File: src/rtl/rmq_pkg.sv
`timescale 1ns / 1ps
// Shared types and constants for the rotation matrix to quaternion pipeline.
// No dependencies; every other file imports this package.
package rmq_pkg;

    localparam int DATA_WIDTH = 16;
    localparam int W    = DATA_WIDTH;
    localparam int FRAC = W - 2;
    localparam int AW   = W + 3;        // root argument, signed
    localparam int VW   = 2 * W;        // argument shifted up by FRAC
    localparam int RMW  = W + 2;        // square root partial remainder
    localparam int NW   = 2 * W;        // divider numerator
    localparam int QB   = W + 1;        // quotient bits produced per lane

    localparam logic [AW-1:0]  ONE_ARG  = AW'(1) << FRAC;
    localparam logic [W-1:0]   SMAX_W   = {1'b0, {(W-1){1'b1}}};
    localparam logic [W-1:0]   SMIN_W   = {1'b1, {(W-1){1'b0}}};
    localparam logic [QB-1:0]  SMAX_Q   = QB'(SMAX_W);
    localparam logic [QB-1:0]  HALF_Q   = QB'(SMIN_W);

    typedef enum logic [1:0] {
        ROOT_X = 2'd0,
        ROOT_Y = 2'd1,
        ROOT_Z = 2'd2,
        ROOT_W = 2'd3
    } t_root;

    typedef struct packed {
        logic signed [W-1:0] m00;
        logic signed [W-1:0] m01;
        logic signed [W-1:0] m02;
        logic signed [W-1:0] m10;
        logic signed [W-1:0] m11;
        logic signed [W-1:0] m12;
        logic signed [W-1:0] m20;
        logic signed [W-1:0] m21;
        logic signed [W-1:0] m22;
    } t_in;

    typedef struct packed {
        logic signed [W-1:0] qx;
        logic signed [W-1:0] qy;
        logic signed [W-1:0] qz;
        logic signed [W-1:0] qw;
        logic                bad_root;
    } t_out;

    // square root section: three off-diagonal lanes ride along
    typedef struct packed {
        logic                bad;
        t_root               root;
        logic [2:0]          neg;
        logic [2:0][W:0]     mag;
        logic [VW-1:0]       v;
        logic [RMW-1:0]      rem;
        logic [W-1:0]        res;
    } t_sq;

    // divider section: three lanes share the divisor 2R
    typedef struct packed {
        logic                bad;
        t_root               root;
        logic [W-1:0]        r;
        logic [2:0]          neg;
        logic [2:0]          ovf;
        logic [2:0][NW-1:0]  n;
        logic [2:0][W:0]     rem;
        logic [2:0][QB-1:0]  quot;
    } t_dv;

endpackage

File: src/rtl/rmq_div_prep.sv
`timescale 1ns / 1ps
// Divider setup: numerators |D|<<FRAC + R, divisor 2R, quotient overflow test.
// Depends on rmq_pkg.
module rmq_div_prep (
    input  logic          i_clk,
    input  logic          i_rst_n,
    input  logic          i_valid,
    output logic          o_ready,
    input  rmq_pkg::t_sq  i_data,
    output logic          o_valid,
    input  logic          i_ready,
    output rmq_pkg::t_dv  o_data
);
    import rmq_pkg::*;

    logic        r_valid;
    t_dv         r_data;
    t_dv         n_data;
    logic [W:0]  dvs;
    logic [2:0][NW-1:0] num;

    assign dvs = {i_data.res, 1'b0};

    always_comb begin
        n_data      = '0;
        n_data.bad  = i_data.bad;
        n_data.root = i_data.root;
        n_data.r    = i_data.res;
        n_data.neg  = i_data.neg;
        for (int k = 0; k < 3; k++) begin
            num[k]         = {i_data.mag[k], {FRAC{1'b0}}} + NW'(i_data.res);
            n_data.n[k]    = num[k];
            // quotient needs more than QB bits when the top part already reaches 2R
            n_data.ovf[k]  = (W+1)'(num[k][NW-1:QB]) >= dvs;
            n_data.rem[k]  = (W+1)'(num[k][NW-1:QB]);
        end
    end

    assign o_ready = !r_valid || i_ready;

    always_ff @(posedge i_clk) begin
        if (!i_rst_n) begin
            r_valid <= 1'b0;
        end else if (o_ready) begin
            r_valid <= i_valid;
        end
    end

    always_ff @(posedge i_clk) begin
        if (o_ready && i_valid) begin
            r_data <= n_data;
        end
    end

    assign o_valid = r_valid;
    assign o_data  = r_data;
endmodule

File: config.mk
export PLATFORM = sky130hd
export DESIGN_NAME = rmq_div_prep
export DESIGN_NICKNAME = d
export VERILOG_FILES = /design/src/rtl/rmq_pkg.sv /design/src/rtl/rmq_div_prep.sv
export SDC_FILE = /design/constraint.sdc
export NUM_CORES = 1
export LEC_CHECK = 0
export ABC_CLOCK_PERIOD_IN_PS = 3300
export BUFFER_PORTS_ARGS = -buffer_cell sky130_fd_sc_hd__buf_2
export CAP_MARGIN = 10
export CORE_AREA = 2 2 135 137
export CTS_BUF_LIST = sky130_fd_sc_hd__clkbuf_4
export DETAILED_ROUTE_END_ITERATION = 8
export DIE_AREA = 0 0 137 139
export SLEW_MARGIN = 20
export SYNTH_ARGS = -nofsm -noshare
export SYNTH_HDL_FRONTEND = slang
export SYNTH_SLANG_ARGS = --single-unit
export TNS_END_PERCENT = 50
File: constraint.sdc
create_clock -name i_clk -period 3.3 [get_ports i_clk]
set_input_delay 0.825 -clock i_clk [delete_from_list [all_inputs] [get_ports i_clk]]
set_output_delay 0.825 -clock i_clk [all_outputs]
set_load 0.1 [all_outputs]
### Word-level counts from Yosys, hierarchy flattened

Cells that the tools add are included.
Widths: inputs -> output; s select.

| storage, ports and cells | value |
|---|---|
| register bits after elaboration | 167 |
| output and inout port bits | 225 |
| word-level logic and storage cells | 21 |

| cells by class | value |
|---|---|
| $add $sub $neg | 3 |
| order comparisons | 3 |
| reduce and logical (&&, ||, !) cells | 3 |

Operator list:

| operator | number |
|---|---|
| $add 31x16->32 | 3 |
| $ge 15x17->1 | 3 |
| $logic_and 1x1->1 | 1 |
| $logic_not 1->1 | 1 |
| $logic_or 1x1->1 | 1 |

### Logic depth before layout (Yosys ltp)

Gate-level depths: netlist of the first run.

| logic depth | value |
|---|---|
| word-level depth | 3 |
| gate-level depth with buffers | 13 |
| gate-level depth less buffers | 13 |

### Worst setup path before layout of the first run

No wires, ideal clock.

| timing | value |
|---|---|
| path type | input to register |
| start point | in i_ready |
| end point | reg r_data (netlist bit o_data[116]), enable pin |
| library setup time | 0.445 ns |
| data arrival time | 3.584 ns |
| setup slack | -0.730 ns |
| stages on the path | 2 |
| buffers on the path | 0 |
| cell sequence | nand2b_1 -> and2_1 |

| between the ends | value |
|---|---|
| word-level cells in the longest chain between the ends | 2 |

RTL lines:

| element | RTL line | source |
|---|---|---|
| start, declared | rmq_div_prep.sv:11 | `input logic i_ready,` |
| $logic_or 1x1->1 | rmq_div_prep.sv:39 | `assign o_ready = !r_valid \|\| i_ready;` |
| $logic_and 1x1->1 | rmq_div_prep.sv:50 | `if (o_ready && i_valid) begin` |
| end signal, assigned | rmq_div_prep.sv:51 | `r_data <= n_data;` |
| end, declared | rmq_div_prep.sv:17 | `t_dv r_data;` |

Every way passes these cells.
A chain may end at the register's enable or synchronous reset.

==> flow_summary.ini, run 1 <==
[synth]
synthSimpleGateAreaFrac_pct = 11.3
ys_types = 40
syn_area_per_cell_um2 = 11.1
synth_commonest_cells = 144 x buf_4, 79 x edfxtp_1, 48 x ha_1
muxShareOfSynthArea_pct = 0
synth-compound-area-share_pct = 4.71
synth_xor_area_share_pct = 7.01
synthArstFlopShare_pct = 0
synth_edf_count = 79
synthTopCellsByArea = edfxtp_1 43%, buf_4 20%, ha_1 11%, xnor2_1 4.5%, xor2_1 2.6%
synthFlopType = edfxtp_1
synth_adder_area_share_pct = 12.0
post-synth-top-count-cell = buf_4
synth_top_family_by_area = buffers and inverters
synth_cells = 495
yosys.area.top_type = edfxtp_1
synth-seq-cells = 80
synth_top_area_share_pct = 43.2
synth-seq-area-share_pct = 43.5
synth_warnings = 0
syn-cell-area_um2 = 5500

[setup_path]
cp_cell_sequence = buf_2 -> ha_1 -> inv_1 -> fa_1 -> nor3b_4 -> buf_12 -> nand3_1 -> xnor2_1 -> ha_1 -> a21o_1 -> a21oi_1 -> o21ai_0 -> a221o_1
cp-start-kind = input pin
path_max_fanout = 4
path_class = in2reg
crit_path_max_incr_delay_ns = 0.44
worstPathArrival_ns = 3.38
crit_path_frequent_cell = ha_1
worstPathRequired_ns = 3.50
worstRegToRegCells = 3
cpMaxStageDelayCell = fa_1
end_kind = flip-flop

[placement]
placed_cell_area_um2 = 6560
placedCellCount = 933
post-dp-hpwl_um = 11300
io_buffer_count = 244
preCtsSetupSlack_ns = -0.362
gp_congestion = 0.745

[sta]
finalSetupViolations = 0
min_period_over_period_pct = 96.3
clock_skew_ns = 0.0143
rsz0062_at_grt = false
finalHoldViolCount = 0
maxSlewViolCount = 0
fin_crit_ns = 3.18
tightest_slew_ns = 0.596
relSlewSlack_pct = 60.3
layout_setup_ws_ns = 0.122
setup-tns-final_ns = 0
fmax_mhz = 315

[global_route]
grt_pass1_vias = 3696
antenna_found_initial = 4
grt-ovfl-total = 0
grt_pass1_wl_um = 19400
grt_util_all_layers_pct = 13.8
grt_max_degree = 42

[route]
routedWlPerCell_um = 14.1
wl_um = 13400
postRouteAntennaNets = 0
drt_iter0_drc = 102
vias = 3962
vias_per_cell = 4.17
drc = 0
dr.pass1.iters = 4

[die]
io_pins = 352
core_um2 = 17700
die_area_um2 = 19000
die_h_um = 139
die_w_um = 137
start_util_pct = 31.1
rows = 49

[clock_network]
clk_latency_ns = 0.45
cts_tree = done
cts.sinks = 80
htreeDepth = 3
clock_path_buffers = 2
clockRootBuffer = clkbuf_4
clk_pin_slew_ns = 0.13
postCtsHoldBufs = 0
cts_buffers = 9

[pwr]
peakVddDrop_v = 0.000242
p_leak_uw = 0.00323
p_per_area_nw_per_um2 = 542

[layout]
synthToLayoutAreaGrowth_pct = 23.0
fill_cells = 1788
nets = 893
fin_cells = 950
drive_above_1_share_pct = 45.2
final_cell_area_um2 = 6760
fin_util_pct = 38.3

[min_path]
worstHoldPathCells = 1
hold_class = in2reg

[flow_run]
maxCapViolations = 0

[run_status]
status = finished, final reports clean
==> flip-flops by register name, indices dropped and copies added (netlist names) <==
name / flops
o_valid: 1
o_data: 79
==> where the power goes <==
group          internal, uW  leakage (uW)  switching, uW
registers              1200      0.000774           28.5
clock network           389     0.0000927            369
logic                   245       0.00237           1430
==> worst max-delay path, delay by kind of cell <==
kind                     cells  cell delay (ns)
adder cells (fa/ha/maj)      3             0.90
AO/OA/AOI/OAI                4             0.78
AND/OR/NAND/NOR              2             0.33
buffers and inverters        3             0.31
XOR/XNOR                     1             0.21
==> cell families after synthesis <==
group                    count (synthesis)
XOR/XNOR                                44
AO/OA/AOI/OAI                           42
buffers and inverters                  169
adder cells (fa/ha/maj)                 51
other                                    1
flip-flops                              80
AND/OR/NAND/NOR                        108
==> layer usage <==
layer / share of wire [%] / global-route usage (%)
met1: 40 / 15.9
met2: 50 / 24.7
met3: 8.0 / 2.67
met4: 2.0 / 5.97
met5: 0.16 / 0
==> worst paths after layout <==
path	start	endpoint	slack, ns
hold reg to reg	o_valid	o_valid	0.55
setup / recovery	i_data[14]	o_data[199]	0.12
hold / removal	i_data[120]	o_data[220]	0.55
setup reg to reg	o_valid	o_data[156]	1.72
==> per-stage QoR <==
stage,hold slack [ns],total power (uW)
final,0.545,3660
after global routing,0.506,3800
after CTS,0.499,3710
after detailed placement,0.536,2940
after global placement,0.516,2930
after floorplan,0.924,2770
==> cell usage in the layout (no fill, tap or decap), drive strengths merged, types with 10 or more instances in the layout <==
| cell type | netlist | routed |
|---|---|---|
| a21oi | 18 | 18 |
| nand2 | 25 | 25 |
| nor2 | 17 | 17 |
| buf | 144 | 297 |
| edfxtp | 79 | 79 |
| xor2 | 16 | 16 |
| ha | 48 | 48 |
| inv | 25 | 25 |
| clkbuf | 0 | 10 |
| nand4 | 15 | 15 |
| nand3 | 22 | 22 |
| xnor2 | 28 | 28 |
| conb | 1 | 57 |
==> layout make-up <==
class	count	area, um^2	area share [%]
tap	229	287	4.24
antenna	2	5.00	0.0741
timing repair buffer	297	1640	24.3
clock inverter	5	106	1.57
multi-input combinational	302	2150	31.9
clock buffer	10	75.1	1.11
sequential	80	2390	35.4
inverter	25	93.8	1.39
==> what timing repair did <==
item                                    CTS  global route
hold endpoints to repair                  0             0
setup buffers                             0             0
endpoints found under the setup margin    0             1
gates resized for setup                   0             2
Note: power is estimated with default switching activity, not from simulation.
==> run 2: changes to the inputs <==
--- a/config.mk
+++ b/config.mk
@@ -12,7 +12,8 @@
 export CTS_BUF_LIST = sky130_fd_sc_hd__clkbuf_4
 export DETAILED_ROUTE_END_ITERATION = 8
 export DIE_AREA = 0 0 137 139
-export SLEW_MARGIN = 20
+export REMOVE_ABC_BUFFERS = 1
+export SLEW_MARGIN = 10
 export SYNTH_ARGS = -nofsm -noshare
 export SYNTH_HDL_FRONTEND = slang
 export SYNTH_SLANG_ARGS = --single-unit
==> run 2 against run 1 <==
Against the previous run: sequential cell count unchanged; clock skew increased by 0.0025 ns; sequential power about the same; core utilization decreased by 0.85 points; global-route usage increased by 0.36 points; combinational power about the same; critical endpoint unchanged; largest cell class unchanged; largest power group unchanged.
==> flow_summary.ini, run 2 (synthesis gave the netlist of run 1 again) <==
[run_status]
status = finished, final reports clean

[clock_network]
postCtsHoldBufs = 0
clockRootBuffer = clkbuf_4
clock_path_buffers = 2
cts_buffers = 9
htreeDepth = 3
cts_tree = done
cts.sinks = 80
clk_latency_ns = 0.46
clk_pin_slew_ns = 0.13

[route]
postRouteAntennaNets = 0
wl_met3_um = 992
dr.pass1.iters = 6
vias = 4016
dr.max_layer_used = met5
vias_per_cell = 4.27
dr_wl_met2_um = 7010
wl_um = 13700
routedWlPerCell_um = 14.5
drc = 0
drt-met1-wl_um = 5400
drt_iter0_drc = 116

[sta]
maxSlewViolCount = 0
rsz0062_at_grt = true
min_period_over_period_pct = 95.4
finalSetupViolations = 0
clock_skew_ns = 0.0168
finalHoldViolCount = 0
setup-tns-final_ns = 0
layout_setup_ws_ns = 0.151
fmax_mhz = 318
fin_crit_ns = 3.15
relSlewSlack_pct = 65.6
tightest_slew_ns = 0.520

[global_route]
grt-ovfl-total = 0
antenna_found_initial = 3
grt_pass1_wl_um = 19800
grt_util_all_layers_pct = 14.2
grt_max_degree = 35
grt_pass1_vias = 3660

[setup_path]
cp_cell_sequence = buf_2 -> ha_1 -> inv_1 -> fa_1 -> nor3b_4 -> nand3_2 -> nor2_1 -> xor2_1 -> ha_1 -> nand3_1 -> nor3_1 -> and3_1 -> a221o_1
path_max_fanout = 5
path_buf_inv = 2
cpMaxStageDelayCell = fa_1
path_class = in2reg
worst-path-stages = 13
crit_path_frequent_cell = ha_1
crit_path_max_incr_delay_ns = 0.43
cpLargestDelayFamily = simple AND/OR/NAND/NOR gates
end_kind = flip-flop
cp-start-kind = input pin
worstPathRequired_ns = 3.52
worstRegToRegCells = 3
worstPathArrival_ns = 3.36

[placement]
placed_cell_area_um2 = 6460
gp_congestion = 0.759
preCtsSetupSlack_ns = -0.390
post-dp-hpwl_um = 11600
io_buffer_count = 244
placedCellCount = 922

[pwr]
power_uw = 3430
peakVddDrop_v = 0.000223
p_per_area_nw_per_um2 = 519
p_leak_uw = 0.00316

[layout]
final_cell_area_um2 = 6610
final_common_cell = buf_2
synthToLayoutAreaGrowth_pct = 20.2
fin_cells = 940
largest_reg_flops = 79
nets = 883
drive_above_1_share_pct = 44.8
mostFrequentLayoutCells = 244 x buf_2, 79 x edfxtp_1, 57 x conb_1, 47 x ha_1, 42 x buf_4

[die]
rows = 49
io_pins = 352
die_h_um = 139
die_w_um = 137
die_area_um2 = 19000
core_um2 = 17700
start_util_pct = 31.1

[min_path]
hold_class = in2reg
worstHoldPathCells = 1

[flow_run]
maxCapViolations = 0
## run 2: changes by cell type in the layout (fill, tap and decap cells not counted), sizes merged
cell | before | now
buf | 297 | 287
clkinv | 1 | 4
clkbuf | 10 | 11
bufinv | 3 | 0
diode | 2 | 1
## run 2: metrics by stage
| step | utilization (%) | hold WS (ns) |
|---|---|---|
| final | 37.4 | 0.533 |
| after global routing | 37.4 | 0.479 |
| after CTS | 37.2 | 0.477 |
| after detailed placement | 36.6 | 0.528 |
| after global placement | 36.6 | 0.514 |
| after floorplan | - | 0.924 |
## run 2: layout make-up
| type | instances | area (um^2) |
|---|---|---|
| inverter | 25 | 93.8 |
| clock inverter | 5 | 26.3 |
| antenna | 1 | 2.50 |
| timing repair buffer | 287 | 1560 |
| fill | 1828 | 11100 |
| tap | 229 | 287 |
| sequential | 80 | 2390 |
| multi-input combinational | 302 | 2170 |
| clock buffer | 11 | 82.6 |
## run 2: final timing paths
kind                             startpoint     endpoint  slack, ns
worst min-delay path            i_data[119]  o_data[203]       0.53
worst min register to register      o_valid      o_valid       0.54
worst max-delay path             i_data[14]  o_data[199]       0.15
worst max register to register      o_valid  o_data[125]       1.76
## run 2: worst register-to-register path: cells and delay by family, from the launching register on
family        cells  cell delay (ns)
buf+inv           1             0.35
flops             1             0.33
simple gates      2             0.56
## run 2: repair_timing
item,in CTS,in global routing
resized for setup,0,5
setup buffers,0,1
endpoints found under the setup margin,0,2
## run 2: report_power, final
group	internal [uW]	switching [uW]
sequential	1200	30.3
combinational	235	1440
clock	166	362
total	1600	1830
## run 2: per-layer routing
layer | vias up | GRT usage [%]
met5 | - | 0
met4 | 4 | 5.70
met3 | 17 | 2.60
met2 | 201 | 25.9
met1 | 1836 | 16.1
li1 | 1958 | -
==> run 3: changes to the inputs <==
--- a/config.mk
+++ b/config.mk
@@ -5,13 +5,13 @@
 export SDC_FILE = /design/constraint.sdc
 export NUM_CORES = 1
 export LEC_CHECK = 0
-export ABC_CLOCK_PERIOD_IN_PS = 3300
+export ABC_CLOCK_PERIOD_IN_PS = 3000
 export BUFFER_PORTS_ARGS = -buffer_cell sky130_fd_sc_hd__buf_2
 export CAP_MARGIN = 10
-export CORE_AREA = 2 2 135 137
+export CORE_MARGIN = 2
+export CORE_UTILIZATION = 30
 export CTS_BUF_LIST = sky130_fd_sc_hd__clkbuf_4
 export DETAILED_ROUTE_END_ITERATION = 8
-export DIE_AREA = 0 0 137 139
 export REMOVE_ABC_BUFFERS = 1
 export SLEW_MARGIN = 10
 export SYNTH_ARGS = -nofsm -noshare
==> constraint.sdc (replaced) <==
create_clock -name i_clk -period 3 [get_ports i_clk]
set_input_delay 0.75 -clock i_clk [delete_from_list [all_inputs] [get_ports i_clk]]
set_output_delay 0.75 -clock i_clk [all_outputs]
set_load 0.1 [all_outputs]
==> run 3 against run 2 <==
Against the previous run: sequential cell count is the same; non-clock buffer count is 29 higher; register-to-register slack worse by 0.29 ns; combinational power rose by 13%; critical path depth grew 1; power rose by 19%; global-route usage down 0.57 points; core utilization up 1.8 points; die area grew 2.0%; cell area increased by 6.8%; critical path type unchanged.
==> flow_summary.ini, run 3 (synthesis gave the netlist of run 1 again) <==
[clock_network]
clk_pin_slew_ns = 0.15
clk_latency_ns = 0.47
clock_path_buffers = 2
cts.sinks = 80
clockRootBuffer = clkbuf_4
htreeDepth = 3
cts_tree = done
cts_buffers = 9

[layout]
synthToLayoutAreaGrowth_pct = 28.3
mostFrequentLayoutCells = 243 x buf_2, 79 x edfxtp_1, 70 x buf_4, 57 x conb_1, 44 x ha_1
nets = 912
fill_cells = 1815
seq_area_um2 = 2390
final_common_cell = buf_2
largest_reg_flops = 79
multi_input_area_um2 = 2300
final_cell_area_um2 = 7050
drive_above_1_share_pct = 49.7

[global_route]
grt_util_all_layers_pct = 13.6
grt-ovfl-total = 0
antenna_found_initial = 2
grt_pass1_vias = 3660
grt_max_degree = 33
grt_pass1_wl_um = 19900

[run_status]
status = finished, final reports clean

[route]
vias = 4127
drt_iter0_drc = 156
drc = 0
vias_per_cell = 4.25
routedWlPerCell_um = 14.5
wl_um = 14100
dr.pass1.iters = 4
postRouteAntennaNets = 0

[sta]
finalSetupViolations = 0
fmax_mhz = 338
maxSlewViolCount = 0
finalHoldViolCount = 0
fin_crit_ns = 2.95
clock_skew_ns = 0.0185
min_period_over_period_pct = 98.5

[setup_path]
startpoint = i_data[15]
cpLargestDelayFamily = simple AND/OR/NAND/NOR gates
worstPathRequired_ns = 3.23
path_buf_inv = 2
crit_path_max_incr_delay_ns = 0.29
path_class = in2reg
r2r_start = o_valid
worstPathArrival_ns = 3.18
cp_cell_sequence = buf_2 -> buf_6 -> fa_2 -> nand3_2 -> or2_4 -> nor3_4 -> nand3_1 -> xnor2_2 -> ha_4 -> a21oi_2 -> a21oi_1 -> a211oi_1 -> a2bb2oi_1 -> o21ai_0
cpMaxStageDelayCell = or2_4
end_kind = flip-flop
cp-start-kind = input pin
path_max_fanout = 4

[die]
core_um2 = 18000
rows = 49
die_w_um = 139
start_util_pct = 30.6
die_area_um2 = 19400
io_pins = 352
die_h_um = 139

[placement]
io_buffer_count = 244
placed_cell_area_um2 = 6640
gp_congestion = 0.805
post-dp-hpwl_um = 11400

[pwr]
clockPowerShare_pct = 20.9
combPwrFrac_pct = 46.1
peakVddDrop_v = 0.000291
internal_power_uw = 2030
seqPwrFrac_pct = 33.0
power_uw = 4090
p_sw_uw = 2060
switching_share_pct = 50.3
p_leak_uw = 0.00337
p_per_area_nw_per_um2 = 580

[min_path]
hp-start = i_data[120]
hold_class = in2reg

[flow_run]
maxCapViolations = 0
==> run 3: layout make-up <==
type / instances / area share (%)
clock buffers: 9 / 0.958
multi-input cells: 302 / 32.7
well taps: 229 / 4.06
diodes: 2 / 0.0710
repair buffers: 316 / 25.3
inverters: 25 / 1.33
flip-flops and latches: 80 / 33.9
clock inverters: 7 / 1.70
==> run 3: final timing paths <==
kind                  to  slack [ns]  cells past startpoint
max          o_data[198]        0.05                     14
min          o_data[220]        0.45                      1
max reg2reg  o_data[152]        1.47                      3
min reg2reg      o_valid        0.55                      2
==> run 3: worst reg2reg max path, stage by stage (launching register included) <==
cell and delay (ns):
dfxtp_1 0.34, nand2b_1 0.10, and2_4 0.45, buf_4 0.35
==> run 3: power by group through the flow <==
stage	logic (uW)	registers [uW]	clock network, uW
floorplan	504	2390	0
global placement	1860	1370	0
detailed placement	1870	1380	0
CTS	1870	1350	879
global route	1950	1360	918
finish	1890	1350	853
==> run 3: timing repair <==
action | in CTS | in global routing
setup endpoints to repair | 3 | 3
pin swaps | 3 | 16
setup buffers | 1 | 6
cloned | 0 | 0
hold endpoints to repair | 0 | 0
resized for setup | 6 | 29
hold buffers | 0 | 0
==> run 3: layer usage <==
metal,GRT usage [%],share of wire (%),up-vias
li1,-,-,2010
met1,16.2,41,1901
met2,24.5,51,203
met3,2.24,6.7,13
met4,5.58,1.5,0
met5,0,0,-
==> run 3: metrics by stage <==
stage	cells	util, %	setup WS [ns]	setup TNS [ns]	hold slack, ns
CTS	962	38.2	0.00579	0	0.405
global placement	945	36.9	-0.629	-1.69	0.517
floorplan	407	-	-0.965	-103.02	0.849
detailed placement	945	36.9	-0.695	-1.81	0.532
global route	969	39.2	-0.0326	-0.0357	0.417
finish	970	39.3	0.0451	0	0.452
