$ cat config.mk
export PLATFORM = sky130hd
export DESIGN_NAME = rmq_back
export DESIGN_NICKNAME = d
export VERILOG_FILES = /design/src/rtl/rmq_pkg.sv /design/src/rtl/rmq_back.sv
export SDC_FILE = /design/constraint.sdc
export NUM_CORES = 1
export LEC_CHECK = 0
export BUFFER_PORTS_ARGS = -buffer_cell sky130_fd_sc_hd__buf_2
export CORE_MARGIN = 2
export CORE_UTILIZATION = 45
export CTS_BUF_LIST = sky130_fd_sc_hd__clkbuf_4 sky130_fd_sc_hd__clkbuf_8
export DETAILED_ROUTE_END_ITERATION = 8
export PLACE_DENSITY = 0.84
export SKIP_CTS_REPAIR_TIMING = 1
export SYNTH_ARGS = -nofsm -noshare
export SYNTH_HDL_FRONTEND = slang
export SYNTH_SLANG_ARGS = --single-unit
$ cat constraint.sdc
create_clock -name i_clk -period 4.8 [get_ports i_clk]
set_input_delay 0.24 -clock i_clk [delete_from_list [all_inputs] [get_ports i_clk]]
set_output_delay 0.24 -clock i_clk [all_outputs]
set_load 0.02 [all_outputs]
$ cat src/rtl/rmq_pkg.sv
`timescale 1ns / 1ps
// Shared types and constants for the rotation matrix to quaternion pipeline.
// No dependencies; every other file imports this package.
package rmq_pkg;

    localparam int DATA_WIDTH = 16;
    localparam int W    = DATA_WIDTH;
    localparam int FRAC = W - 2;
    localparam int AW   = W + 3;        // root argument, signed
    localparam int VW   = 2 * W;        // argument shifted up by FRAC
    localparam int RMW  = W + 2;        // square root partial remainder
    localparam int NW   = 2 * W;        // divider numerator
    localparam int QB   = W + 1;        // quotient bits produced per lane

    localparam logic [AW-1:0]  ONE_ARG  = AW'(1) << FRAC;
    localparam logic [W-1:0]   SMAX_W   = {1'b0, {(W-1){1'b1}}};
    localparam logic [W-1:0]   SMIN_W   = {1'b1, {(W-1){1'b0}}};
    localparam logic [QB-1:0]  SMAX_Q   = QB'(SMAX_W);
    localparam logic [QB-1:0]  HALF_Q   = QB'(SMIN_W);

    typedef enum logic [1:0] {
        ROOT_X = 2'd0,
        ROOT_Y = 2'd1,
        ROOT_Z = 2'd2,
        ROOT_W = 2'd3
    } t_root;

    typedef struct packed {
        logic signed [W-1:0] m00;
        logic signed [W-1:0] m01;
        logic signed [W-1:0] m02;
        logic signed [W-1:0] m10;
        logic signed [W-1:0] m11;
        logic signed [W-1:0] m12;
        logic signed [W-1:0] m20;
        logic signed [W-1:0] m21;
        logic signed [W-1:0] m22;
    } t_in;

    typedef struct packed {
        logic signed [W-1:0] qx;
        logic signed [W-1:0] qy;
        logic signed [W-1:0] qz;
        logic signed [W-1:0] qw;
        logic                bad_root;
    } t_out;

    // square root section: three off-diagonal lanes ride along
    typedef struct packed {
        logic                bad;
        t_root               root;
        logic [2:0]          neg;
        logic [2:0][W:0]     mag;
        logic [VW-1:0]       v;
        logic [RMW-1:0]      rem;
        logic [W-1:0]        res;
    } t_sq;

    // divider section: three lanes share the divisor 2R
    typedef struct packed {
        logic                bad;
        t_root               root;
        logic [W-1:0]        r;
        logic [2:0]          neg;
        logic [2:0]          ovf;
        logic [2:0][NW-1:0]  n;
        logic [2:0][W:0]     rem;
        logic [2:0][QB-1:0]  quot;
    } t_dv;

endpackage

$ cat src/rtl/rmq_back.sv
`timescale 1ns / 1ps
// Output stage: sign, saturation, component placement, output register.
// Depends on rmq_pkg.
module rmq_back (
    input  logic          i_clk,
    input  logic          i_rst_n,
    input  logic          i_valid,
    output logic          o_ready,
    input  rmq_pkg::t_dv  i_data,
    output logic          o_valid,
    input  logic          i_ready,
    output rmq_pkg::t_out o_data
);
    import rmq_pkg::*;

    logic            r_valid;
    t_out            r_data;
    t_out            n_data;
    logic [2:0][W-1:0] lane;
    logic [W:0]      rp;
    logic [W-1:0]    rv;

    always_comb begin
        for (int k = 0; k < 3; k++) begin
            if (i_data.neg[k]) begin
                if (i_data.ovf[k] || (i_data.quot[k] > HALF_Q)) begin
                    lane[k] = SMIN_W;
                end else begin
                    lane[k] = W'(~i_data.quot[k] + 1'b1);
                end
            end else begin
                if (i_data.ovf[k] || (i_data.quot[k] > SMAX_Q)) begin
                    lane[k] = SMAX_W;
                end else begin
                    lane[k] = i_data.quot[k][W-1:0];
                end
            end
        end
    end

    // root component: R/2 rounded half up
    assign rp = ({1'b0, i_data.r} + 1'b1) >> 1;
    assign rv = (rp > (W+1)'(SMAX_W)) ? SMAX_W : rp[W-1:0];

    always_comb begin
        n_data = '0;
        if (i_data.bad) begin
            n_data.bad_root = 1'b1;
        end else begin
            case (i_data.root)
                ROOT_W: begin
                    n_data.qx = lane[0];
                    n_data.qy = lane[1];
                    n_data.qz = lane[2];
                    n_data.qw = rv;
                end
                ROOT_X: begin
                    n_data.qx = rv;
                    n_data.qy = lane[0];
                    n_data.qz = lane[1];
                    n_data.qw = lane[2];
                end
                ROOT_Y: begin
                    n_data.qx = lane[0];
                    n_data.qy = rv;
                    n_data.qz = lane[1];
                    n_data.qw = lane[2];
                end
                default: begin
                    n_data.qx = lane[0];
                    n_data.qy = lane[1];
                    n_data.qz = rv;
                    n_data.qw = lane[2];
                end
            endcase
        end
    end

    assign o_ready = !r_valid || i_ready;

    always_ff @(posedge i_clk) begin
        if (!i_rst_n) begin
            r_valid <= 1'b0;
        end else if (o_ready) begin
            r_valid <= i_valid;
        end
    end

    always_ff @(posedge i_clk) begin
        if (o_ready && i_valid) begin
            r_data <= n_data;
        end
    end

    assign o_valid = r_valid;
    assign o_data  = r_data;
endmodule

* Word-level counts from Yosys, hierarchy flattened *
Index checks and enable logic that the tools add are counted.

storage, ports and cells
  register bits after elaboration = 66
  output and inout bits = 67
  bits of input ports = 227

operators by class
  add/subtract/negate cells = 4
  reduce and logical (&&, ||, !) cells = 10
  bitwise logic cells = 3
  eq/ne operators = 2
  order comparisons = 7
  multiplexer cells = 12

operators with widths
  kind                     number
  $pmux W64 S3             1
  $mux W16                 10
  $gt A17 B15 Y1 const B   3
  $gt A17 B16 Y1 const B   3
  $add A16 B1 Y16 const B  3
  $not A16 Y16             3
  $add A16 B1 Y17 const B  1
  $gt A16 B15 Y1 const B   1
  $logic_or A1 B1 Y1       7
  $eq A2 B1 Y1 const B     1
  $eq A2 B2 Y1 const B     1
  $logic_not A2 Y1         1
  $logic_and A1 B1 Y1      1
  $logic_not A1 Y1         1
  $mux W1                  1

* Logic depth before layout (Yosys ltp) *
Gate-level depths: netlist of the first run.

  word-level depth = 5
  gate-level depth with buffers = 10
  mapped depth without buffers = 8

* Worst setup path after synthesis of the first run *
OpenSTA, ideal clock, no wires.

  kind = register to register
  from = register r_valid, in the netlist o_valid
  to = register r_data, in the netlist o_data[0], enable pin
  period minus slack after synthesis = 2612 ps
  buffers on the path = 0
  arrival time = 2182 ps
  slack = 2188 ps
  library setup time = 430 ps
  stages on the path, launching flop included = 3
  path through = dfxtp_1 nand2b_1 and2_1

on the way
  longest elaborated chain between the ends = 3

ends and longest elaborated chain
  item                      line            text
  start: declaration        rmq_back.sv:16  logic r_valid;
  start signal: assignment  rmq_back.sv:85  r_valid <= i_valid;
  $logic_not A1 Y1          rmq_back.sv:79  assign o_ready = !r_valid || i_ready;
  $logic_or A1 B1 Y1        rmq_back.sv:79
  named net o_ready         rmq_back.sv:8   output logic o_ready,
  $logic_and A1 B1 Y1       rmq_back.sv:90  if (o_ready && i_valid) begin
  end signal: assignment    rmq_back.sv:91  r_data <= n_data;
  end: declaration          rmq_back.sv:17  t_out r_data;

The timed path passes the listed nets, and every way through them passes these cells.
A chain may end at the register's enable or synchronous reset.

* Worst setup path in the final report of the first run *
  from = input i_data[0] (netlist bit)
  to = register r_data, in the netlist o_data[44] (data pin)

on the way
  longest elaborated chain between the ends = 5
  elaborated cells between the ends (all ways) = 10
  classes of those cells = 1 x add/sub; 2 x order compare; 4 x mux; 1 x bitwise; 2 x reduce/logical

ends and longest elaborated chain
  item                                     line                            text
  start: declaration                       rmq_back.sv:9                   input rmq_pkg::t_dv i_data,
  $not A16 Y16 (tied with other cells)     rmq_back.sv:29                  lane[k] = W'(~i_data.quot[k] + 1'b1);
  $add A16 B1 Y16 (tied with other cells)  rmq_back.sv:29
  $mux W16 (on tied branches)              rmq_back.sv:26, rmq_back.sv:32
  $mux W16 (*)                             rmq_back.sv:25                  if (i_data.neg[k]) begin
  $pmux W64 S3 (*)                         rmq_back.sv:50                  case (i_data.root)

Every way passes the cells marked *; elsewhere a longest branch is shown, timed or not.

==> out/results.txt, run 1 <==
The synthesized netlist devotes 27.53% of its cell area to simple gates. The number of rows created at floorplan is 39. Timing analysis after detailed placement gives a worst setup slack of 1.615 ns. Gate count after technology mapping: 637. The finished layout holds 911 standard cells, fillers aside.

The synthesized netlist devotes 2.127% of its cell area to XOR and XNOR gates. CTS built an H-tree with a depth of 3. The tool flagged a number of max-cap violations equal to 0. The final standard cell utilization of the core came out at 54.87%.

The complex-gate fraction of the synthesized area is 26.29%, and the arrival time of the worst setup path is 3.08 ns. The count of buffers inserted at the top-level ports is 146, and the antenna violation net count after detailed routing is 0. The first-pass iteration count of the detailed router came out at 9.

The floorplan step defined a die boundary enclosing 12,790 sq um. Path type of the worst setup path: primary input to flop. After legalization and detailed placement, the total HPWL measured 13.70 mm.

For the number of hold violations in the final report, the log shows 0. The netlist uses 70 different library cells. The worst min-delay path class was primary input to flop. Measured against its own limit, the worst slew margin works out to 17.64%. Yosys printed 0 warnings.

Number of sinks on the clock net: 66. Launching element type of the critical path: a primary input. In this run switching power makes up 34.97% of total power. The fmax was 341.7 MHz; the power spent charging and discharging nets was 552.1 uW. The tools report the aggregate routed wire length as 18.42 mm.

The library cell used most frequently in the layout, excluding fill and tap cells, is sky130_fd_sc_hd__buf_2. The area inside the core boundary was 11,520 sq um. The die is 113.1 um wide. The share of synthesized area spent on multiplexers works out to 1.940%. Along the worst path, the maximum fanout reaches 12. The maximum number of pins on one net before global-route repair is 53.

TritonCTS built the clock tree. For this design the top-level I/O count stands at 294. The floorplan step set the die height to 113.1 um. Setup repair after global routing left no endpoint under its margin.

After detailed routing, the average wire length per cell comes to 20.22 um. The count of state elements after synthesis is 66, and the via density per instance is 6.525. The internal power consumption is 1027 uW.

The clock passes through at most 2 buffers. Across all setup checks in the final design, the least slack found is 1.873 ns. The post-synthesis area per instance works out to 8.405 sq um.

The logs give 36.83% for the share of the yosys chip area belonging to registers and 0.9813 for the final weighted congestion in routability-driven placement. The number of nets in the synthesized netlist is 871. The clock network accounts for 27.5% of the total power. The share of total power dissipated in sequential elements is 44.5%. In the global route stage, overall resource usage came out at 28.37%.

The final reports fail on design-rule violations. 0 antenna diodes ended up in the layout. The logs give 46.49% for the initial standard-cell utilization of the core and 5,119 for the number of global-route vias before repair. The logs give 4.95 ns for the worst endpoint required time and 28.19 mm for the global-route wire length before repair.

The number of synthesized flops with an enable pin works out to 65. The placed instance count came out at 895. Shortest period the worst path allows: 2.927 ns.

IR analysis of the VDD net gives a maximum drop of 0.2044 mV. Clock skew on the completed layout was measured at 0.01391 ns. After detailed routing, the number of remaining DRC violations is 8. The share of synthesized flip-flops with an asynchronous set or reset came out at 0%. The clock tree root buffer cell was sky130_fd_sc_hd__clkbuf_8. Setup violations remaining at the end of the flow were counted as 0. The number of pins with negative max-slew slack in the final report is 0.

The register clock-pin slew on the reported worst setup and hold paths was 0.07 ns; the static power due to leakage was 0.002450 uW. The layout overhead on the synthesized area works out to 18.02%. In this run, the number of DRC markers left after iteration 0 of detailed routing was 827. The ratio of cells with drive above 1 in the final layout is 23.96%.

The worst setup path is captured at a flop. The number of antenna violations at the first check in global routing came out at 1. Final critical-path share of the clock period: 60.98%.

The run finished, with violations left. The clock latency reported for the late side of the worst-skew pair came out at 0.36 ns. Among all flip-flop cells after synthesis, the most frequent one is sky130_fd_sc_hd__edfxtp_1. After Yosys synthesis, full adders, half adders and majority gates account for 1.636% of the synthesized area. In this run the power density over the cells is 249.9 nW/um^2.

The top cell types in the final layout, fill and taps aside, are 146 x sky130_fd_sc_hd__buf_2, 65 x sky130_fd_sc_hd__edfxtp_1, 64 x sky130_fd_sc_hd__nand2_1. Combinational logic burns 28.0% of the power. Summing every instance area after synthesis gives 5354 sq um. After the last flow step, the layout net total stands at 997. Summed over all layers, the global routing overflow is 0. Summed over all failing endpoints, the final setup total negative slack is 0 ns. The TritonCTS buffer count is 9. By area, the combinational part of the netlist is dominated by simple AND/OR/NAND/NOR gates. The number of vias in the routed layout was 5,944; the transition time at the pin with the least slew margin was 1.231 ns.
-- synthesized netlist by cell type (all sizes together) (4+ instances only) --
cell	number	area share [%]
ha	7	1.6
nand3b	5	0.70
xnor2	6	0.98
inv	17	1.2
a21boi	6	0.84
or3	15	1.8
nand2b	12	1.4
a22oi	14	2.0
a21o	12	1.7
nor3b	4	0.56
o22ai	4	0.47
edfxtp	65	36
o211ai	17	2.4
nand4	14	1.6
a21oi	44	4.1
a31oi	13	1.5
nor4	16	2.0
a2bb2oi	5	0.82
and2	6	0.70
nand4b	6	0.98
mux2i	7	1.3
o31ai	4	0.56
nor2	64	4.6
nor2b	8	0.93
xor2	7	1.1
nand2	64	4.5
or2	7	0.82
o21a	4	0.56
o311ai	5	0.82
nor3	20	1.9
or4	8	1.1
nand3	23	2.2
o21ai	36	3.4
a211oi	7	0.98
clkbuf	29	2.0
o211a	7	1.3
-- critical path, cell delays in order --
cell                       delay [ns]
sky130_fd_sc_hd__buf_2           0.15
sky130_fd_sc_hd__inv_1           0.09
sky130_fd_sc_hd__ha_1            0.21
sky130_fd_sc_hd__or4b_1          0.59
sky130_fd_sc_hd__or3_4           0.42
sky130_fd_sc_hd__o211a_1         0.40
sky130_fd_sc_hd__nor2_1          0.44
sky130_fd_sc_hd__a221oi_1        0.21
sky130_fd_sc_hd__a211oi_1        0.33
-- kinds of logic after synthesis --
group	after synthesis
flip-flops	66
XOR/XNOR	13
AO/OA/AOI/OAI	207
adder cells (fa/ha/maj)	7
AND/OR/NAND/NOR	283
buffers and inverters	51
multiplexers	10
-- metal layers --
layer | wire length, um | share of wire (%) | global-route usage, % | vias up
met2 | 7825 | 42 | 40.84 | 395
met3 | 2419 | 13 | 9.106 | 43
li1 | - | - | - | 2726
met1 | 7782 | 42 | 41.58 | 2778
met5 | 13 | 0.071 | 0 | -
met4 | 378 | 2.1 | 6.667 | 2
-- sequential cells by signal, indices dropped and copies added, names as in the netlist --
signal,count
o_valid,1
o_data,65
-- layout make-up --
cell class,instances,area (sq um)
Clock buffer,11,138.9
Clock inverter,5,31.28
Fill cell,1072,5197
Inverter,19,71.32
Multi-Input combinational cell,520,3188
Sequential cell,66,1972
Tap cell,143,178.9
Timing Repair Buffer,147,738.2
-- worst paths after layout --
| path | slack [ns] | start | end | cells past startpoint |
|---|---|---|---|---|
| max reg2reg | 2.99 | o_valid$_SDFFE_PN0N_ | o_data[27]$_SDFFCE_PP0P_ | 3 |
| min | 0.15 | i_rst_n | o_valid$_SDFFE_PN0N_ | 2 |
| max | 1.87 | i_data[0] | o_data[44]$_SDFFCE_PP0P_ | 9 |
| min reg2reg | 0.55 | o_valid$_SDFFE_PN0N_ | o_valid$_SDFFE_PN0N_ | 2 |
-- metrics by stage --
step	total power, uW	hold slack, ns	cell area [sq um]
after floorplan	969.0	0.3389	5354
after global placement	1139	0.5010	6148
after detailed placement	1142	0.5038	6148
after CTS	1570	0.1238	6319
after global routing	1640	0.1460	6319
final	1579	0.1458	6319
-- power groups by stage --
| stage | combinational (uW) | clock, uW | sequential (uW) |
|---|---|---|---|
| after global placement | 424 | 0 | 715 |
| final | 443 | 434 | 703 |
| after global routing | 475 | 457 | 707 |
| after CTS | 431 | 436 | 703 |
| after detailed placement | 428 | 0 | 714 |
| after floorplan | 198 | 0 | 771 |
Note: power is estimated with default switching activity, not from simulation.
==> run 2: changes to the inputs <==
CORE_UTILIZATION = 42   (was 45)
PLACE_DENSITY = 0.82   (was 0.84)
clock period = 2.4 ns   (was 4.8 ns; I/O delays follow)
==> run 2 against run 1 <==
The flow now finishes without violations. Via count increased by 4.0%. Sequential power rose by 100%. Worst hold slack got worse by 0.13 ns. Global-route usage is 0.65 points lower. Core utilization shrank 0.11 points. Combinational power increased by 120%. Wire length increased by 4.6%. Clock power grew 120%. Final cell count grew 9.9%. Largest power group unchanged. Power increased by 110%. Non-clock buffer count is 61 higher. Die area increased by 6.9%.
==> out/results.txt, run 2 (synthesis results as in run 1) <==
The run finished with clean final reports. Clock tree synthesis selected as its root buffer the cell sky130_fd_sc_hd__clkbuf_8. After detailed routing, the number of vias per cell comes to 6.174. The run gives 0 as the number of pins with negative max-slew slack in the final report. Cells fill 54.76% of the core in the end.

Measured in cells, the most critical reg-to-reg path has a length of 3. The tools report the global-route wire length before repair as 28.66 mm. In this run, the number of DRC markers left after iteration 0 of detailed routing was 749.

Along the worst path, the maximum fanout reaches 5. The most critical setup path has its startpoint at i_data[0]. Final hold analysis gives a worst-case slack of 0.01620 ns. The final critical-path share of the clock period was 94.15%; the DRC violations left was 0. After filler insertion, the fill cell instance count of the layout stands at 1,219.

The startpoint identified for the worst register-to-register timing path is o_valid$_SDFFE_PN0N_. For the overflow left after global routing, the log shows 0. The number of hold violations in the final report was 0; the power per cell area was 487.4 nW/um^2. The final worst slack was 0.1405 ns. Before CTS, the worst setup slack after placement is -0.1980 ns.

At the pin with the least slew margin, the transition time is 1.138 ns. TritonCTS built the clock tree. For this run, the total global-route usage over all layers was measured as 27.72%. The post-route netlist has 29.55% of its cells at a drive strength greater than 1. The H-tree was split into 3 levels.

Setup slack on the worst reg-to-reg path comes out at 1.12 ns. The final worst clock skew came out at 0.007450 ns. The count of buffers inserted at the top-level ports came out at 146. The first detailed-routing pass ran for 7 iterations. After detailed routing, the total wire length is 19.26 mm. The routed design could run at a clock period as short as 2.259 ns.

Clock-pin slew was measured on the worst setup and hold paths at 0.08 ns. The clock tree buffer depth was 2; the maximum number of pins on one net before global-route repair was 66. The worst setup path is captured at a flop.

The run gives 23.83% as the worst max-slew margin expressed relative to the limit. The tools report the number of global-route vias before repair as 5,381. The logs give 0.36 ns for the clock latency reported for the late side of the worst-skew pair and 0 for the count of endpoints failing setup in the final report. In this run the worst hold path is classified as primary input to flop. The library cells used most frequently in the layout, excluding fill and tap cells, are 146 x sky130_fd_sc_hd__buf_2, 65 x sky130_fd_sc_hd__edfxtp_1, 64 x sky130_fd_sc_hd__nand2_1. From synthesis to final layout, the design area changed by 28.02%. The register with the most flip-flops in the layout has 65 of them. In this run the horizontal extent of the chip is 116.9 um.

The TritonCTS buffer count is 9, and the hold-critical path depth is 2. The wire-length estimate of the detail-placed layout is 15.02 mm. The path type of the worst setup path is primary input to flop. Setup repair after global routing left no endpoint under its margin.

In this run the remaining antenna-violating nets after routing total 0. Once the floorplan was initialized, standard cells occupied 42.77% of the core. For the worst setup path, the data arrival time is 2.34 ns.

The fmax was 442.6 MHz. The commonest non-fill, non-tap cell in the layout was sky130_fd_sc_hd__buf_2. The maximum ir drop on the vdd rail is 0.2731 mV, and the area inside the core boundary is 12,520 sq um.

294 I/O pins were placed. Timing endpoint of the critical path: o_data[46]$_SDFFCE_PP0P_. The congestion estimate from routability-driven global placement came to 0.9861.

The overall power is 3341 uW, and the number of antenna violations at the first check in global routing is 0. The height of the die was 116.9 um; the number of vias in the routed layout was 6,180. Launching element type of the critical path: a primary input. The die covers 13,670 sq um. The final layout contains 1,058 nets.

In this run the critical register-to-register path is captured at o_data[33]$_SDFFCE_PP0P_. The floorplan has 41 rows. The tools report the area of all placed cells without fillers as 6854 sq um. Across the run, the number of max-cap violations was 0. 0 antenna diodes ended up in the layout. The run gives 6655 sq um as the post-detailed-placement cell area. The static power due to leakage is 0.002759 uW. The number of sinks on the clock net was 66; the average detailed-routed wire length per instance was 19.24 um. The tools report the worst endpoint required time as 2.48 ns.
[run 2: cell count changes in the layout (fill, tap and decap cells not counted)]
| cell | delta |
|---|---|
| sky130_fd_sc_hd__bufinv_16 | +1 |
| sky130_fd_sc_hd__buf_4 | +60 |
| sky130_fd_sc_hd__clkbuf_4 | -1 |
| sky130_fd_sc_hd__clkinv_2 | -2 |
| sky130_fd_sc_hd__buf_12 | +1 |
| sky130_fd_sc_hd__o21ai_1 | +1 |
| sky130_fd_sc_hd__clkinv_4 | +1 |
| sky130_fd_sc_hd__o21ai_0 | -1 |
| sky130_fd_sc_hd__clkinvlp_4 | +1 |
[run 2: critical path, stage by stage]
cell and delay (ns):
sky130_fd_sc_hd__buf_2 0.11, sky130_fd_sc_hd__buf_4 0.15, sky130_fd_sc_hd__or4_1 0.53, sky130_fd_sc_hd__or2_2 0.33, sky130_fd_sc_hd__or3_1 0.31, sky130_fd_sc_hd__o221a_2 0.28
sky130_fd_sc_hd__a221oi_1 0.38, sky130_fd_sc_hd__a21oi_1 0.12
[run 2: routing by layer]
layer	routed length (um)	track usage (%)	up-vias
met5	0	0	-
met4	774	12.31	0
met3	1979	5.201	64
met2	8773	43.82	403
met1	7735	37.16	2864
li1	-	-	2849
[run 2: cell type report]
type / count / area [sq um] / share of cell area (%)
Timing Repair Buffer: 208 / 1209 / 17.63
Sequential cell: 66 / 1972 / 28.77
Tap cell: 172 / 215.2 / 3.140
Clock inverter: 6 / 67.56 / 0.9858
Multi-Input combinational cell: 520 / 3188 / 46.51
Inverter: 19 / 71.32 / 1.041
Clock buffer: 10 / 131.4 / 1.917
[run 2: worst min-delay path by stage]
stage / startpoint / to / slack (ns)
after floorplan: i_data[222] / o_data[0]$_DFFE_PP_ / 0.22
after global placement: i_rst_n / o_valid$_SDFFE_PN0N_ / 0.38
after detailed placement: i_rst_n / o_valid$_SDFFE_PN0N_ / 0.38
after CTS: i_rst_n / o_valid$_SDFFE_PN0N_ / 0.02
after global routing: i_rst_n / o_valid$_SDFFE_PN0N_ / 0.005
final: i_rst_n / o_valid$_SDFFE_PN0N_ / 0.02
[run 2: through the flow]
| step | std cells | TNS [ns] |
|---|---|---|
| after floorplan | 637 | 0 |
| after global placement | 985 | -1.518 |
| after detailed placement | 985 | -2.357 |
| after CTS | 1001 | 0 |
| after global routing | 1001 | 0 |
| final | 1001 | 0 |
[run 2: where the power goes]
group / internal, uW / switching (uW)
combinational: 343 / 622
sequential: 1380 / 30.3
clock: 493 / 476
total: 2210 / 1130
==> run 3: changes to the inputs <==
CORE_MARGIN = unset   (was 2)
==> run 3 against run 2 <==
Count of clock-buffer cells in the layout is 1 higher. Power increased by 4.8%. Sequential power about the same. Final area rose by 1.6%. Worst setup slack improved by 0.054 ns. Core utilization rose by 2.3 points. Die area decreased by 3.4%. Maximum frequency is 2.4% higher. Critical endpoint is now o_data[44]$_SDFFCE_PP0P_. Largest cell class unchanged. Largest power group unchanged.
==> out/results.txt, run 3 (synthesis results as in run 1) <==
The logs give 0.1940 ns for the final worst slack and 0 for the overflow left after global routing. STA classifies the critical path endpoint as a flop. In this run the critical register-to-register path is launched from o_valid$_SDFFE_PN0N_.

The DRC violation total after the first TritonRoute iteration came out at 882. At the end of the flow, the number of nets in the layout was 1,068. For the overall routing resource usage, the log shows 29.91%. By startpoint and endpoint, the worst setup path is classified as primary input to flop. Summed over all nets, the half-perimeter wirelength after detailed placement is 15.20 mm. Counting along the longest clock path gives a buffer depth of 2. The number of pins with negative max-slew slack in the final report is 0, and the aggregate routed wire length is 19.68 mm. Data arrives at the worst endpoint at 2.34 ns. After detailed routing, the number of vias per cell comes to 6.140.

The family with the most delay on the worst path was simple AND/OR/NAND/NOR gates. The tools report the portion of total power attributed to combinational logic as 27.8%. The first TritonRoute pass finished after 5 iterations. The worst pin sits at a relative slew slack of 43.54%.

The signal on the critical path passes through buf_2 -> inv_1 -> ha_1 -> or4b_1 -> or3_4 -> o211a_1 -> nor2_1 -> a221oi_1 -> a211oi_1. Across the VDD grid, the largest voltage drop is 0.3671 mV. Master of the slowest instance on the critical path: sky130_fd_sc_hd__or4b_1.

The shortest period the worst path allows was 2.206 ns. Registers are responsible for 40.3% of the overall power. The clock reaches the later pin of the worst-skew pair after 0.35 ns. Leaving out fill and tap cells, the most frequent cell in the layout is sky130_fd_sc_hd__buf_2.

The number of hold violations in the final report came out at 0. Entering global routing, the biggest net connects 66 pins. Measured along the y axis, the die boundary spans 114.9 um. The average detailed-routed wire length per instance is 19.55 um. The timing startpoint of the critical path was i_data[0]. The initial standard-cell utilization of the core is 43.84%.

The final antenna diode count is 0, and the transition time at the pin with the least slew margin is 0.8363 ns. At the placement stage, the worst setup path has a slack of -0.1535 ns. The first global-routing pass estimated 29.86 mm of wire. The static power due to leakage came out at 0.002822 uW.

Area of the die: 13,200 sq um. The largest fanout on the critical path works out to 6. For this run, design rule violations remaining after detail routing come to 0. The final critical-path share of the clock period works out to 91.92%. The TritonCTS buffer count is 9.

The run gives 0.007209 ns as the final worst clock skew. Setup repair after global routing left no endpoint under its margin. Net switching is 32.28% of the power. The tools report the count of endpoints failing setup in the final report as 0. STA puts the critical path data required time at 2.54 ns.

The tool flagged a number of max-cap violations equal to 0. The count of nets left with antenna violations once routing finished came out at 0. From synthesis to final layout, the design area changed by 30.10%. The core region is 12,210 sq um. The analysis attributes to net switching a power of 1131 uW.

The internal power of the cells totals 2372 uW. The H-tree generated during clock tree synthesis spans 3 levels. The number of rows created at floorplan is 40. Fmax: 453.3 MHz.

Leaving out fill and tap cells, the most frequent cells in the layout are 146 x sky130_fd_sc_hd__buf_2, 71 x sky130_fd_sc_hd__buf_4, 65 x sky130_fd_sc_hd__edfxtp_1. Worst min-delay path class: primary input to flop. The number of antenna violations at the first check in global routing is 1, and the count of buffers inserted at the top-level ports is 146.

The number of global-route vias before repair is 5,419, and the final weighted congestion in routability-driven placement is 0.9808. The worst setup path is launched from a primary input. The flow ran to the end, and the final reports show no timing, DRC or antenna violations. The floorplan die width works out to 114.9 um. The buffers plus inverters on the worst setup path works out to 2. Per report_power, the clock group accounts for 31.9% of the total. In this run the power density over the cells is 502.8 nW/um^2. In this design, the stage delay of the slowest critical-path cell is 0.48 ns. The clock tree root buffer cell was sky130_fd_sc_hd__clkbuf_8. In this run the count of I/O pins placed on the die edge is 294. Power comes to 3502 uW. Clock-pin slew was measured on the worst setup and hold paths at 0.08 ns. The final route contains 6,183 vias. Across all register-to-register paths, the minimum setup slack is 1.13 ns. For this design, the sink count on the clock tree is 66. The ratio of cells with drive above 1 in the final layout was 30.51%.

TritonCTS built the clock tree. The register with the most flip-flops in the layout has 65 of them. In this run the most critical hold path is launched from i_rst_n.
==> run 3: layout make-up <==
type                    count  area [sq um]
inverters                  19         71.32
flip-flops and latches     66          1972
clock buffers              11         151.4
multi-input cells         520          3193
repair buffers            218          1284
well taps                 168         210.2
fillers                  1157          5246
clock inverters             5         83.83
==> run 3: metrics by stage <==
stage / utilization (%) / instances / TNS [ns] / cell area [sq um] / hold slack (ns)
3_5_place_dp: 55.07 / 991 / -1.772 / 6725 / 0.3885
3_3_place_gp: 55.07 / 991 / -1.390 / 6725 / 0.3806
2_1_floorplan: - / 637 / 0 / 5355 / 0.2189
4_1_cts: 57.00 / 1007 / 0 / 6960 / 0.01723
5_1_grt: 57.04 / 1007 / 0 / 6965 / 0.03052
6_report: 57.04 / 1007 / 0 / 6965 / 0.02378
==> run 3: metal layers <==
| metal | GRT usage, % | share of wire [%] | vias up |
|---|---|---|---|
| met4 | 10.48 | 2.8 | 2 |
| met5 | 0 | 0.041 | - |
| li1 | - | - | 2866 |
| met3 | 5.746 | 11 | 51 |
| met1 | 43.26 | 42 | 2840 |
| met2 | 44.50 | 44 | 424 |
==> run 3: path summary, 6_finish.rpt <==
check | endpoint | cells after the start
worst max-delay path | o_data[44]$_SDFFCE_PP0P_ | 9
worst min-delay path | o_valid$_SDFFE_PN0N_ | 2
worst max register to register | o_data[18]$_SDFFCE_PP0P_ | 3
worst min register to register | o_valid$_SDFFE_PN0N_ | 2
==> run 3: power groups by stage <==
stage               sequential (uW)  clock [uW]  combinational (uW)
floorplan                      1540           0                 396
global placement               1440           0                 941
detailed placement             1430           0                 945
CTS                            1410        1120                 952
global route                   1420        1160                1040
finish                         1410        1120                 975
